[config.mk]
export PLATFORM = sky130hd
export DESIGN_NAME = expression_token_scanner
export DESIGN_NICKNAME = d
export VERILOG_FILES = /design/src/rtl/ets_pkg.sv /design/src/rtl/ets_front.sv /design/src/rtl/ets_queue.sv /design/src/rtl/ets_back.sv /design/src/rtl/expression_token_scanner.sv
export SDC_FILE = /design/constraint.sdc
export NUM_CORES = 1
export LEC_CHECK = 0
export ABC_AREA = 1
export BUFFER_PORTS_ARGS = -buffer_cell sky130_fd_sc_hd__buf_2
export CAP_MARGIN = 20
export CORE_MARGIN = 3
export CORE_UTILIZATION = 45
export DETAILED_ROUTE_END_ITERATION = 12
export HOLD_SLACK_MARGIN = 0.02
export PLACE_DENSITY = 0.6
export SLEW_MARGIN = 40
export SYNTH_ARGS = -nofsm -noshare
export SYNTH_HDL_FRONTEND = slang
export SYNTH_SLANG_ARGS = --single-unit
[constraint.sdc]
create_clock -name clk -period 7.9 [get_ports clk]
set_clock_uncertainty 0.2 [all_clocks]
set_input_delay 0.79 -clock clk [delete_from_list [all_inputs] [get_ports clk]]
set_output_delay 0.79 -clock clk [all_outputs]
set_load 0.005 [all_outputs]
[src/rtl/ets_pkg.sv]
package ets_pkg;

  localparam int POSITION_BITS_DEFAULT = 16;
  localparam int LINE_BITS_DEFAULT = 16;
  localparam int QUEUE_DEPTH_DEFAULT = 4;

  localparam int KIND_BITS = 5;
  localparam int ERR_BITS = 3;

  typedef logic [KIND_BITS-1:0] kind_t;
  typedef logic [ERR_BITS-1:0] err_t;
  typedef logic [3:0] kw_t;

  localparam kind_t KIND_EOF     = 5'd0;
  localparam kind_t KIND_LPAREN  = 5'd1;
  localparam kind_t KIND_RPAREN  = 5'd2;
  localparam kind_t KIND_DOT     = 5'd3;
  localparam kind_t KIND_QUEST   = 5'd4;
  localparam kind_t KIND_COLON   = 5'd5;
  localparam kind_t KIND_NUMBER  = 5'd6;
  localparam kind_t KIND_STRING  = 5'd7;
  localparam kind_t KIND_IDENT   = 5'd8;
  localparam kind_t KIND_TRUE    = 5'd9;
  localparam kind_t KIND_FALSE   = 5'd10;
  localparam kind_t KIND_NIL     = 5'd11;
  localparam kind_t KIND_INC     = 5'd12;
  localparam kind_t KIND_PLUS    = 5'd13;
  localparam kind_t KIND_DEC     = 5'd14;
  localparam kind_t KIND_MINUS   = 5'd15;
  localparam kind_t KIND_POW     = 5'd16;
  localparam kind_t KIND_STAR    = 5'd17;
  localparam kind_t KIND_SLASH   = 5'd18;
  localparam kind_t KIND_PERCENT = 5'd19;
  localparam kind_t KIND_EQ      = 5'd20;
  localparam kind_t KIND_GE      = 5'd21;
  localparam kind_t KIND_GT      = 5'd22;
  localparam kind_t KIND_LE      = 5'd23;
  localparam kind_t KIND_LT      = 5'd24;
  localparam kind_t KIND_NE      = 5'd25;
  localparam kind_t KIND_NOT     = 5'd26;
  localparam kind_t KIND_AND     = 5'd27;
  localparam kind_t KIND_OR      = 5'd28;

  localparam err_t ERR_NONE    = 3'd0;
  localparam err_t ERR_EQUALS  = 3'd1;
  localparam err_t ERR_AMP     = 3'd2;
  localparam err_t ERR_BAR     = 3'd3;
  localparam err_t ERR_UNKNOWN = 3'd4;
  localparam err_t ERR_UNTERM  = 3'd5;

  localparam kw_t KW_NONE  = 4'd0;
  localparam kw_t KW_T     = 4'd1;
  localparam kw_t KW_TR    = 4'd2;
  localparam kw_t KW_TRU   = 4'd3;
  localparam kw_t KW_TRUE  = 4'd4;
  localparam kw_t KW_F     = 4'd5;
  localparam kw_t KW_FA    = 4'd6;
  localparam kw_t KW_FAL   = 4'd7;
  localparam kw_t KW_FALS  = 4'd8;
  localparam kw_t KW_FALSE = 4'd9;
  localparam kw_t KW_N     = 4'd10;
  localparam kw_t KW_NI    = 4'd11;
  localparam kw_t KW_NIL   = 4'd12;

endpackage

[src/rtl/ets_front.sv]
module ets_front #(
  parameter int POSITION_BITS = ets_pkg::POSITION_BITS_DEFAULT,
  parameter int LINE_BITS = ets_pkg::LINE_BITS_DEFAULT,
  localparam int RW = ets_pkg::KIND_BITS + 2 * POSITION_BITS + 1 + LINE_BITS +
                      ets_pkg::ERR_BITS
) (
  input  logic            clk,
  input  logic            rst,
  input  logic            in_valid,
  output logic            in_stall,
  input  logic [7:0]      char_byte,
  input  logic            end_of_source,
  input  logic            q_ready,
  output logic            push,
  output logic [2*RW:0]   push_data
);

  typedef enum logic [5:0] {
    S_IDLE   = 6'b000001,
    S_NUMBER = 6'b000010,
    S_STRING = 6'b000100,
    S_IDENT  = 6'b001000,
    S_OPER   = 6'b010000,
    S_ERROR  = 6'b100000
  } mode_t;

  mode_t                    mode, mode_next;
  logic [7:0]               quote, quote_next;
  logic [7:0]               pend, pend_next;
  logic [POSITION_BITS-1:0] tstart, tstart_next;
  logic [LINE_BITS-1:0]     tline, tline_next;
  logic [POSITION_BITS:0]   bpos, bpos_next;
  logic [LINE_BITS-1:0]     line, line_next;
  ets_pkg::kw_t             kw, kw_next;

  logic                     accept;
  logic                     is_dig, is_alpha, is_space, is_idc;
  logic [POSITION_BITS:0]   e;
  logic [POSITION_BITS-1:0] p_sat, e_sat;
  logic [LINE_BITS-1:0]     line_inc;

  logic                     idle_emit;
  ets_pkg::kind_t           idle_kind;
  ets_pkg::err_t            idle_err;
  mode_t                    idle_mode;
  logic [POSITION_BITS-1:0] idle_start;
  logic [RW-1:0]            idle_res;

  ets_pkg::kind_t           os_kind, pair_kind, id_kind;
  ets_pkg::err_t            os_err;
  logic [RW-1:0]            os_res;
  ets_pkg::kw_t             kw_step, kw_first;

  logic                     v0, use_idle, two;
  logic [RW-1:0]            res0, eof_res, slot0, slot1;

  function automatic logic [RW-1:0] mk(
    input ets_pkg::kind_t           k,
    input logic [POSITION_BITS-1:0] s,
    input logic [POSITION_BITS:0]   en,
    input logic [LINE_BITS-1:0]     ln,
    input ets_pkg::err_t            er
  );
    return {k, s, en, ln, er};
  endfunction

  assign accept   = in_valid & ~in_stall;
  assign in_stall = ~q_ready;

  assign is_dig   = (char_byte >= "0") && (char_byte <= "9");
  assign is_alpha = ((char_byte >= "a") && (char_byte <= "z")) ||
                    ((char_byte >= "A") && (char_byte <= "Z"));
  assign is_space = (char_byte == " ") || ((char_byte >= 8'd9) && (char_byte <= 8'd13));
  assign is_idc   = is_dig | is_alpha | (char_byte == "_");

  assign e        = bpos + 1'b1;
  assign p_sat    = bpos[POSITION_BITS] ? {POSITION_BITS{1'b1}} : bpos[POSITION_BITS-1:0];
  assign e_sat    = e[POSITION_BITS] ? {POSITION_BITS{1'b1}} : e[POSITION_BITS-1:0];
  assign line_inc = (line == {LINE_BITS{1'b1}}) ? line : line + 1'b1;

  always_comb begin
    idle_emit  = 1'b0;
    idle_kind  = ets_pkg::KIND_EOF;
    idle_err   = ets_pkg::ERR_NONE;
    idle_mode  = S_IDLE;
    idle_start = p_sat;
    case (char_byte)
      "(": begin idle_emit = 1'b1; idle_kind = ets_pkg::KIND_LPAREN; end
      ")": begin idle_emit = 1'b1; idle_kind = ets_pkg::KIND_RPAREN; end
      ".": begin idle_emit = 1'b1; idle_kind = ets_pkg::KIND_DOT; end
      "?": begin idle_emit = 1'b1; idle_kind = ets_pkg::KIND_QUEST; end
      ":": begin idle_emit = 1'b1; idle_kind = ets_pkg::KIND_COLON; end
      "/": begin idle_emit = 1'b1; idle_kind = ets_pkg::KIND_SLASH; end
      "%": begin idle_emit = 1'b1; idle_kind = ets_pkg::KIND_PERCENT; end
      "^": begin idle_emit = 1'b1; idle_kind = ets_pkg::KIND_POW; end
      "+", "-", "*", "=", ">", "<", "!", "&", "|": idle_mode = S_OPER;
      "\"", "'": idle_mode = S_STRING;
      "_": idle_mode = S_IDENT;
      default: begin
        if (is_dig) begin
          idle_mode = S_NUMBER;
        end else if (is_alpha) begin
          idle_mode = S_IDENT;
        end else if (!is_space) begin
          idle_mode  = S_ERROR;
          idle_emit  = 1'b1;
          idle_err   = ets_pkg::ERR_UNKNOWN;
          idle_start = e_sat;
        end
      end
    endcase
  end

  assign idle_res = mk(idle_kind, idle_start, e, line, idle_err);

  always_comb begin
    os_kind = ets_pkg::KIND_EOF;
    os_err  = ets_pkg::ERR_NONE;
    case (pend)
      "+": os_kind = ets_pkg::KIND_PLUS;
      "-": os_kind = ets_pkg::KIND_MINUS;
      "*": os_kind = ets_pkg::KIND_STAR;
      ">": os_kind = ets_pkg::KIND_GT;
      "<": os_kind = ets_pkg::KIND_LT;
      "!": os_kind = ets_pkg::KIND_NOT;
      "=": os_err = ets_pkg::ERR_EQUALS;
      "&": os_err = ets_pkg::ERR_AMP;
      default: os_err = ets_pkg::ERR_BAR;
    endcase
  end

  assign os_res = (os_err != ets_pkg::ERR_NONE) ?
                  mk(ets_pkg::KIND_EOF, p_sat, bpos, line, os_err) :
                  mk(os_kind, tstart, bpos, line, ets_pkg::ERR_NONE);

  always_comb begin
    pair_kind = ets_pkg::KIND_EOF;
    if (char_byte == pend) begin
      case (pend)
        "+": pair_kind = ets_pkg::KIND_INC;
        "-": pair_kind = ets_pkg::KIND_DEC;
        "*": pair_kind = ets_pkg::KIND_POW;
        "=": pair_kind = ets_pkg::KIND_EQ;
        "&": pair_kind = ets_pkg::KIND_AND;
        "|": pair_kind = ets_pkg::KIND_OR;
        default: pair_kind = ets_pkg::KIND_EOF;
      endcase
    end else if (char_byte == "=") begin
      case (pend)
        ">": pair_kind = ets_pkg::KIND_GE;
        "<": pair_kind = ets_pkg::KIND_LE;
        "!": pair_kind = ets_pkg::KIND_NE;
        default: pair_kind = ets_pkg::KIND_EOF;
      endcase
    end
  end

  always_comb begin
    case (kw)
      ets_pkg::KW_TRUE:  id_kind = ets_pkg::KIND_TRUE;
      ets_pkg::KW_FALSE: id_kind = ets_pkg::KIND_FALSE;
      ets_pkg::KW_NIL:   id_kind = ets_pkg::KIND_NIL;
      default:           id_kind = ets_pkg::KIND_IDENT;
    endcase
  end

  always_comb begin
    kw_step = ets_pkg::KW_NONE;
    case (kw)
      ets_pkg::KW_T:    if (char_byte == "r") kw_step = ets_pkg::KW_TR;
      ets_pkg::KW_TR:   if (char_byte == "u") kw_step = ets_pkg::KW_TRU;
      ets_pkg::KW_TRU:  if (char_byte == "e") kw_step = ets_pkg::KW_TRUE;
      ets_pkg::KW_F:    if (char_byte == "a") kw_step = ets_pkg::KW_FA;
      ets_pkg::KW_FA:   if (char_byte == "l") kw_step = ets_pkg::KW_FAL;
      ets_pkg::KW_FAL:  if (char_byte == "s") kw_step = ets_pkg::KW_FALS;
      ets_pkg::KW_FALS: if (char_byte == "e") kw_step = ets_pkg::KW_FALSE;
      ets_pkg::KW_N:    if (char_byte == "i") kw_step = ets_pkg::KW_NI;
      ets_pkg::KW_NI:   if (char_byte == "l") kw_step = ets_pkg::KW_NIL;
      default:          kw_step = ets_pkg::KW_NONE;
    endcase
    case (char_byte)
      "t":     kw_first = ets_pkg::KW_T;
      "f":     kw_first = ets_pkg::KW_F;
      "n":     kw_first = ets_pkg::KW_N;
      default: kw_first = ets_pkg::KW_NONE;
    endcase
  end

  assign eof_res = mk(ets_pkg::KIND_EOF, p_sat, bpos, line, ets_pkg::ERR_NONE);

  always_comb begin
    mode_next   = mode;
    quote_next  = quote;
    pend_next   = pend;
    tstart_next = tstart;
    tline_next  = tline;
    bpos_next   = bpos;
    line_next   = line;
    kw_next     = kw;
    v0          = 1'b0;
    res0        = eof_res;
    use_idle    = 1'b0;
    if (end_of_source) begin
      case (mode)
        S_NUMBER: begin
          v0   = 1'b1;
          res0 = mk(ets_pkg::KIND_NUMBER, tstart, bpos, line, ets_pkg::ERR_NONE);
        end
        S_IDENT: begin
          v0   = 1'b1;
          res0 = mk(id_kind, tstart, bpos, line, ets_pkg::ERR_NONE);
        end
        S_STRING: begin
          v0   = 1'b1;
          res0 = mk(ets_pkg::KIND_EOF, p_sat, bpos, line, ets_pkg::ERR_UNTERM);
        end
        S_OPER: begin
          v0   = 1'b1;
          res0 = os_res;
        end
        default: v0 = 1'b0;
      endcase
      mode_next   = S_IDLE;
      quote_next  = '0;
      pend_next   = '0;
      tstart_next = '0;
      tline_next  = {{(LINE_BITS-1){1'b0}}, 1'b1};
      bpos_next   = '0;
      line_next   = {{(LINE_BITS-1){1'b0}}, 1'b1};
      kw_next     = ets_pkg::KW_NONE;
    end else begin
      if (!bpos[POSITION_BITS]) begin
        bpos_next = e;
      end
      case (mode)
        S_IDLE: use_idle = 1'b1;
        S_NUMBER: begin
          if (!(is_dig || (char_byte == "."))) begin
            v0       = 1'b1;
            res0     = mk(ets_pkg::KIND_NUMBER, tstart, bpos, line, ets_pkg::ERR_NONE);
            use_idle = 1'b1;
          end
        end
        S_IDENT: begin
          if (is_idc) begin
            kw_next = kw_step;
          end else begin
            v0       = 1'b1;
            res0     = mk(id_kind, tstart, bpos, line, ets_pkg::ERR_NONE);
            use_idle = 1'b1;
          end
        end
        S_STRING: begin
          if (char_byte == quote) begin
            v0        = 1'b1;
            res0      = mk(ets_pkg::KIND_STRING, tstart, e, tline, ets_pkg::ERR_NONE);
            mode_next = S_IDLE;
          end else if (char_byte == 8'd10) begin
            line_next = line_inc;
          end
        end
        S_OPER: begin
          v0 = 1'b1;
          if (pair_kind != ets_pkg::KIND_EOF) begin
            res0      = mk(pair_kind, tstart, e, line, ets_pkg::ERR_NONE);
            mode_next = S_IDLE;
          end else begin
            res0 = os_res;
            if (os_err != ets_pkg::ERR_NONE) begin
              mode_next = S_ERROR;
            end else begin
              use_idle = 1'b1;
            end
          end
        end
        S_ERROR: mode_next = S_ERROR;
        default: mode_next = S_ERROR;
      endcase
      if (use_idle) begin
        mode_next   = idle_mode;
        quote_next  = char_byte;
        pend_next   = char_byte;
        tstart_next = p_sat;
        tline_next  = line;
        kw_next     = kw_first;
        if (char_byte == 8'd10) begin
          line_next = line_inc;
        end
      end
    end
  end

  always_comb begin
    two   = 1'b0;
    slot0 = res0;
    slot1 = eof_res;
    push  = 1'b0;
    if (end_of_source) begin
      two  = v0;
      push = accept;
    end else if (v0 && use_idle && idle_emit) begin
      two   = 1'b1;
      slot1 = idle_res;
      push  = accept;
    end else if (v0) begin
      push = accept;
    end else if (use_idle && idle_emit) begin
      slot0 = idle_res;
      push  = accept;
    end
  end

  assign push_data = {two, slot0, slot1};

  always_ff @(posedge clk) begin
    if (rst) begin
      mode   <= S_IDLE;
      quote  <= '0;
      pend   <= '0;
      tstart <= '0;
      tline  <= {{(LINE_BITS-1){1'b0}}, 1'b1};
      bpos   <= '0;
      line   <= {{(LINE_BITS-1){1'b0}}, 1'b1};
      kw     <= ets_pkg::KW_NONE;
    end else if (accept) begin
      mode   <= mode_next;
      quote  <= quote_next;
      pend   <= pend_next;
      tstart <= tstart_next;
      tline  <= tline_next;
      bpos   <= bpos_next;
      line   <= line_next;
      kw     <= kw_next;
    end
  end

endmodule

[src/rtl/ets_queue.sv]
module ets_queue #(
  parameter int WIDTH = 8,
  parameter int DEPTH = ets_pkg::QUEUE_DEPTH_DEFAULT
) (
  input  logic             clk,
  input  logic             rst,
  input  logic             push,
  input  logic [WIDTH-1:0] push_data,
  output logic             ready,
  output logic             valid,
  output logic [WIDTH-1:0] data,
  input  logic             pop
);

  localparam int AW = (DEPTH > 1) ? $clog2(DEPTH) : 1;
  localparam int CW = $clog2(DEPTH + 1);

  logic [WIDTH-1:0] mem [DEPTH];
  logic [AW-1:0]    wr_ptr, rd_ptr;
  logic [CW-1:0]    count;

  assign ready = (count != CW'(DEPTH));
  assign valid = (count != '0);
  assign data  = mem[rd_ptr];

  always_ff @(posedge clk) begin
    if (push) begin
      mem[wr_ptr] <= push_data;
    end
  end

  always_ff @(posedge clk) begin
    if (rst) begin
      wr_ptr <= '0;
      rd_ptr <= '0;
      count  <= '0;
    end else begin
      if (push) begin
        wr_ptr <= (wr_ptr == AW'(DEPTH - 1)) ? '0 : wr_ptr + 1'b1;
      end
      if (pop) begin
        rd_ptr <= (rd_ptr == AW'(DEPTH - 1)) ? '0 : rd_ptr + 1'b1;
      end
      if (push && !pop) begin
        count <= count + 1'b1;
      end else if (pop && !push) begin
        count <= count - 1'b1;
      end
    end
  end

endmodule

[src/rtl/ets_back.sv]
module ets_back #(
  parameter int POSITION_BITS = ets_pkg::POSITION_BITS_DEFAULT,
  parameter int LINE_BITS = ets_pkg::LINE_BITS_DEFAULT,
  localparam int RW = ets_pkg::KIND_BITS + 2 * POSITION_BITS + 1 + LINE_BITS +
                      ets_pkg::ERR_BITS
) (
  input  logic                     clk,
  input  logic                     rst,
  input  logic                     q_valid,
  input  logic [2*RW:0]            q_data,
  output logic                     q_pop,
  output logic                     out_valid,
  input  logic                     out_stall,
  output logic [4:0]               token_kind,
  output logic [POSITION_BITS-1:0] start_offset,
  output logic [POSITION_BITS:0]   end_offset,
  output logic [LINE_BITS-1:0]     line_number,
  output logic [2:0]               error_code,
  output logic                     last_of_run
);

  logic          sel;
  logic          load, take, two;
  logic [RW-1:0] res;

  assign two   = q_data[2*RW];
  assign load  = ~out_valid | ~out_stall;
  assign take  = load & q_valid;
  assign q_pop = take & (sel | ~two);

  always_ff @(posedge clk) begin
    if (load) begin
      res         <= sel ? q_data[RW-1:0] : q_data[2*RW-1:RW];
      last_of_run <= sel | ~two;
    end
  end

  always_ff @(posedge clk) begin
    if (rst) begin
      out_valid <= 1'b0;
      sel       <= 1'b0;
    end else begin
      if (load) begin
        out_valid <= q_valid;
      end
      if (take) begin
        sel <= ~sel & two;
      end
    end
  end

  assign {token_kind, start_offset, end_offset, line_number, error_code} = res;

endmodule

[src/rtl/expression_token_scanner.sv]
// An item's first result is written into the queue at the edge that accepts the item, then
// loaded into the output register when not stalled. Throughput: one item per cycle while the
// queue is not full. The output gives one result per cycle when not stalled, so an item with
// two results holds the output for both. A run of such items fills the queue and stalls the
// input until an item's second result loads. An item with no result never enters the queue.
// Reset: synchronous rst clears the scanner state, the queue and the output valid.
module expression_token_scanner #(
  parameter int POSITION_BITS = ets_pkg::POSITION_BITS_DEFAULT,
  parameter int LINE_BITS = ets_pkg::LINE_BITS_DEFAULT,
  parameter int QUEUE_DEPTH = ets_pkg::QUEUE_DEPTH_DEFAULT
) (
  input  logic                     clk,
  input  logic                     rst,
  input  logic                     in_valid,
  output logic                     in_stall,
  input  logic [7:0]               char_byte,
  input  logic                     end_of_source,
  output logic                     out_valid,
  input  logic                     out_stall,
  output logic [4:0]               token_kind,
  output logic [POSITION_BITS-1:0] start_offset,
  output logic [POSITION_BITS:0]   end_offset,
  output logic [LINE_BITS-1:0]     line_number,
  output logic [2:0]               error_code,
  output logic                     last_of_run
);

  localparam int RW = ets_pkg::KIND_BITS + 2 * POSITION_BITS + 1 + LINE_BITS +
                      ets_pkg::ERR_BITS;

  logic          push, q_ready, q_valid, q_pop;
  logic [2*RW:0] push_data, q_data;

  ets_front #(
    .POSITION_BITS(POSITION_BITS),
    .LINE_BITS(LINE_BITS)
  ) u_front (
    .clk(clk),
    .rst(rst),
    .in_valid(in_valid),
    .in_stall(in_stall),
    .char_byte(char_byte),
    .end_of_source(end_of_source),
    .q_ready(q_ready),
    .push(push),
    .push_data(push_data)
  );

  ets_queue #(
    .WIDTH(2 * RW + 1),
    .DEPTH(QUEUE_DEPTH)
  ) u_queue (
    .clk(clk),
    .rst(rst),
    .push(push),
    .push_data(push_data),
    .ready(q_ready),
    .valid(q_valid),
    .data(q_data),
    .pop(q_pop)
  );

  ets_back #(
    .POSITION_BITS(POSITION_BITS),
    .LINE_BITS(LINE_BITS)
  ) u_back (
    .clk(clk),
    .rst(rst),
    .q_valid(q_valid),
    .q_data(q_data),
    .q_pop(q_pop),
    .out_valid(out_valid),
    .out_stall(out_stall),
    .token_kind(token_kind),
    .start_offset(start_offset),
    .end_offset(end_offset),
    .line_number(line_number),
    .error_code(error_code),
    .last_of_run(last_of_run)
  );

endmodule
==> flow_metrics.tcl <==
set metrics [dict create \
    yosys-top-cells-area "edfxtp_1 54%, nand2_1 8.5%, nor2_1 8.3%" \
    grt_pass1_wl_um 120200 \
    crit_top_cell "nand2_1" \
    yosysTopAreaCell "edfxtp_1" \
    grt_use_total_pct 23.89 \
    p_per_area_nw_per_um2 300.2 \
    peakVddDrop_uv 300.9 \
    clk_pin_slew_ns 0.06 \
    worstMarginPinSlew_ns 0.8713 \
    cp-end-kind "register" \
    final_cell_mix "627 x nand2_1, 612 x nor2_1, 506 x edfxtp_1" \
    grt_max_degree 122 \
    crit_fanout 42 \
    yosysSeqAreaShare_pct 61.12 \
    dieArea_um2 65110 \
    crit_family "simple AND/OR/NAND/NOR gates" \
    grt_pass1_vias 20660 \
    synthCells 3027 \
    first_pass_iters 6 \
    finalWirelength_um 77870 \
    drcViolationCount 0 \
    synth_nets 3050 \
    power_mw 9.357 \
    num_io_pins 73 \
    fp.dieH_um 255.2 \
    synthToLayoutAreaGrowth_pct 11.57 \
    min_path_cells 2 \
    arrival_ns 4.63 \
    ys_types 51 \
    placeableCoreArea_um2 60920 \
    cts_tree "built" \
    nets 3058 \
    ctsResizeCount 0 \
    ys_seq_elements 600 \
    cts.sinks 600 \
    diodes 0 \
    worst_path_max_delay_cell "buf_4" \
    hold_buffers 0 \
    ys_warn_count 0 \
    max_freq_ghz 0.2171 \
    cts_buffers 67 \
    synthArstFlopShare_pct 0 \
    synth_top_area_share_pct 54.38 \
    hold_path_end "u_front.tline[2]" \
    start_util_pct 45.86 \
    maxCapViolCount 0 \
    rsz0062_at_grt "no" \
    reg2reg_depth 16 \
    clockRootBuffer "clkbuf_16" \
    regToRegEndpoint "u_queue.mem[0][73]" \
    cts_setup_buffers 0 \
    clkLatencyLatePin_ns 0.61 \
    regToRegStartpoint "u_front.quote[3]" \
    ant_nets 0 \
    viasPerCell 5.570 \
    synthFlopType "edfxtp_1" \
    hpwlAfterDp_um 47670 \
    start_kind "register" \
    timing.final.hold_violations 0 \
    drive_above_1_share_pct 9.229 \
    initialDrtViolationCount 2128 \
    slowest_delay_ns 0.64 \
    die_w_um 255.2 \
    r2r_slack_ns 3.29 \
    max-slew-margin-rel_pct 41.70 \
    layout_commonest_cell "nand2_1" \
    crit_buf_inv 3 \
    status "finished, final reports clean" \
    routabilityCongestion 0.8889 \
    hold_path.startpoint "u_front.tline[2]" \
    final_period_minus_worst_setup_slack_ns 4.606 \
    cts_htree_levels 3 \
    synth.avg_cell_area_um2 9.230 \
    routedWlPerCell_um 19.88 \
    required_ns 7.92 \
    syn-cell-area_um2 27940 \
    hp-class "reg2reg" \
    clockBufferDepth 3 \
    leakagePower_nw 11.76 \
    via_count 21810 \
    antenna_found_initial 0 \
    setup_tns_ns 0 \
    setup_viol 0 \
    slew_viol_final 0 \
    synth_edf_count 506 \
    num_rows 90 \
    io_buffers 72 \
    gr-total-overflow 0 \
    fin_crit_sh_pct 58.31 \
    crit_chain "inv_1 > nand2_1 > nand2_1 > nor2_1 > nand2_1 > nor2_2 > nand2_1 > nand2_2 > nand3_4 > nand2_4 > nand3_2 > nand2_1 > nand2_1 > nor2_4 > buf_4 > buf_4" \
    crit_type "reg2reg" \
]
sequential cells by signal, summed over array words and instances, names as in the netlist, 4 cells and up, named ones only:
| register | cells |
|---|---|
| u_back.res | 57 |
| u_front.bpos | 17 |
| u_front.kw | 4 |
| u_front.line | 16 |
| u_front.mode | 6 |
| u_front.quote | 8 |
| u_front.tline | 16 |
| u_front.tstart | 16 |
| u_queue.mem | 448 |
kinds of logic after synthesis:
group	Yosys count	share of synthesized area, %
simple gates	1436	20.81
compound gates	605	11.81
flops	600	61.12
buf+inv	353	4.984
xor+xnor	14	0.4389
fa+ha+maj	10	0.4747
mux	9	0.3628
area by class of cell:
class / count / area, µm²
fill: 5492 / 29750
sequential: 600 / 17090
multi-input combinational: 2074 / 9542
clock buffer: 90 / 1773
tap: 828 / 1036
inverter: 186 / 714.4
timing repair buffer: 106 / 659.4
clock inverter: 32 / 362.8
report_power, final:
group	internal, mW	leakage [nW]	switching [mW]
combinational	0.621	5.20	1.53
sequential	3.95	5.53	0.201
clock	1.79	1.03	1.27
Yosys cell counts (3+ instances only):
master / number
xor2_1: 12
nor2_4: 6
nand4_1: 27
ha_1: 9
nand3_1: 100
clkbuf_1: 123
inv_1: 164
a21oi_1: 107
buf_2: 29
o22ai_1: 56
a31oi_1: 56
inv_2: 18
nand2_1: 631
a22oi_1: 6
nor2_1: 619
o21ai_1: 27
clkinv_1: 3
dfxtp_1: 94
nor2_2: 10
o211ai_1: 21
nor4_1: 4
nand2_2: 8
edfxtp_1: 506
o21ai_0: 315
mux2_2: 9
buf_1: 10
nor3_1: 15
nand3_2: 5
buf_4: 3
a21oi_2: 4
o21bai_1: 3
worst min-delay path, delay by kind of cell (launching register included):
family             cells  cell delay, ns
DFF                    1            0.31
AOI/OAI and AO/OA      1            0.05
and+or+nand+nor        1            0.06
worst max path at each step:
stage                     depth (start not counted)                   to              from  slack (ns)
after floorplan                                  14  u_queue.mem[0][100]      char_byte[0]        0.23
after global placement                           16  u_queue.mem[3][102]      char_byte[0]        2.59
after detailed placement                         17   u_queue.mem[0][67]      char_byte[0]        2.46
after CTS                                        16   u_queue.mem[0][73]  u_front.quote[3]        2.98
after global routing                             15  u_queue.mem[2][101]   u_front.bpos[0]        2.85
final                                            16   u_queue.mem[0][73]  u_front.quote[3]        3.29
metrics by stage:
step / util [%] / instances / cell area (µm²) / hold slack [ns] / setup WS, ns
after floorplan: - / 3027 / 27940 / 0.2413 / 0.2317
after global placement: 47.53 / 3793 / 28960 / 0.2490 / 2.594
after detailed placement: 47.61 / 3793 / 29000 / 0.2559 / 2.461
after CTS: 51.11 / 3915 / 31140 / 0.2525 / 2.984
after global routing: 51.17 / 3916 / 31170 / 0.2850 / 2.847
final: 51.17 / 3916 / 31170 / 0.2648 / 3.294
metal layers:
metal  wire length, µm  global-route usage, %  share of wire [%]  vias to the layer above
met2             36320                  38.77                 47                      798
met4              1940                  7.705                2.5                        0
li1                  -                      -                  -                    10340
met3              5516                  3.729                7.1                      135
met1             34100                  33.17                 44                    10540
met5                 0                      0                  0                        -
(Power assumes the default switching activity.)
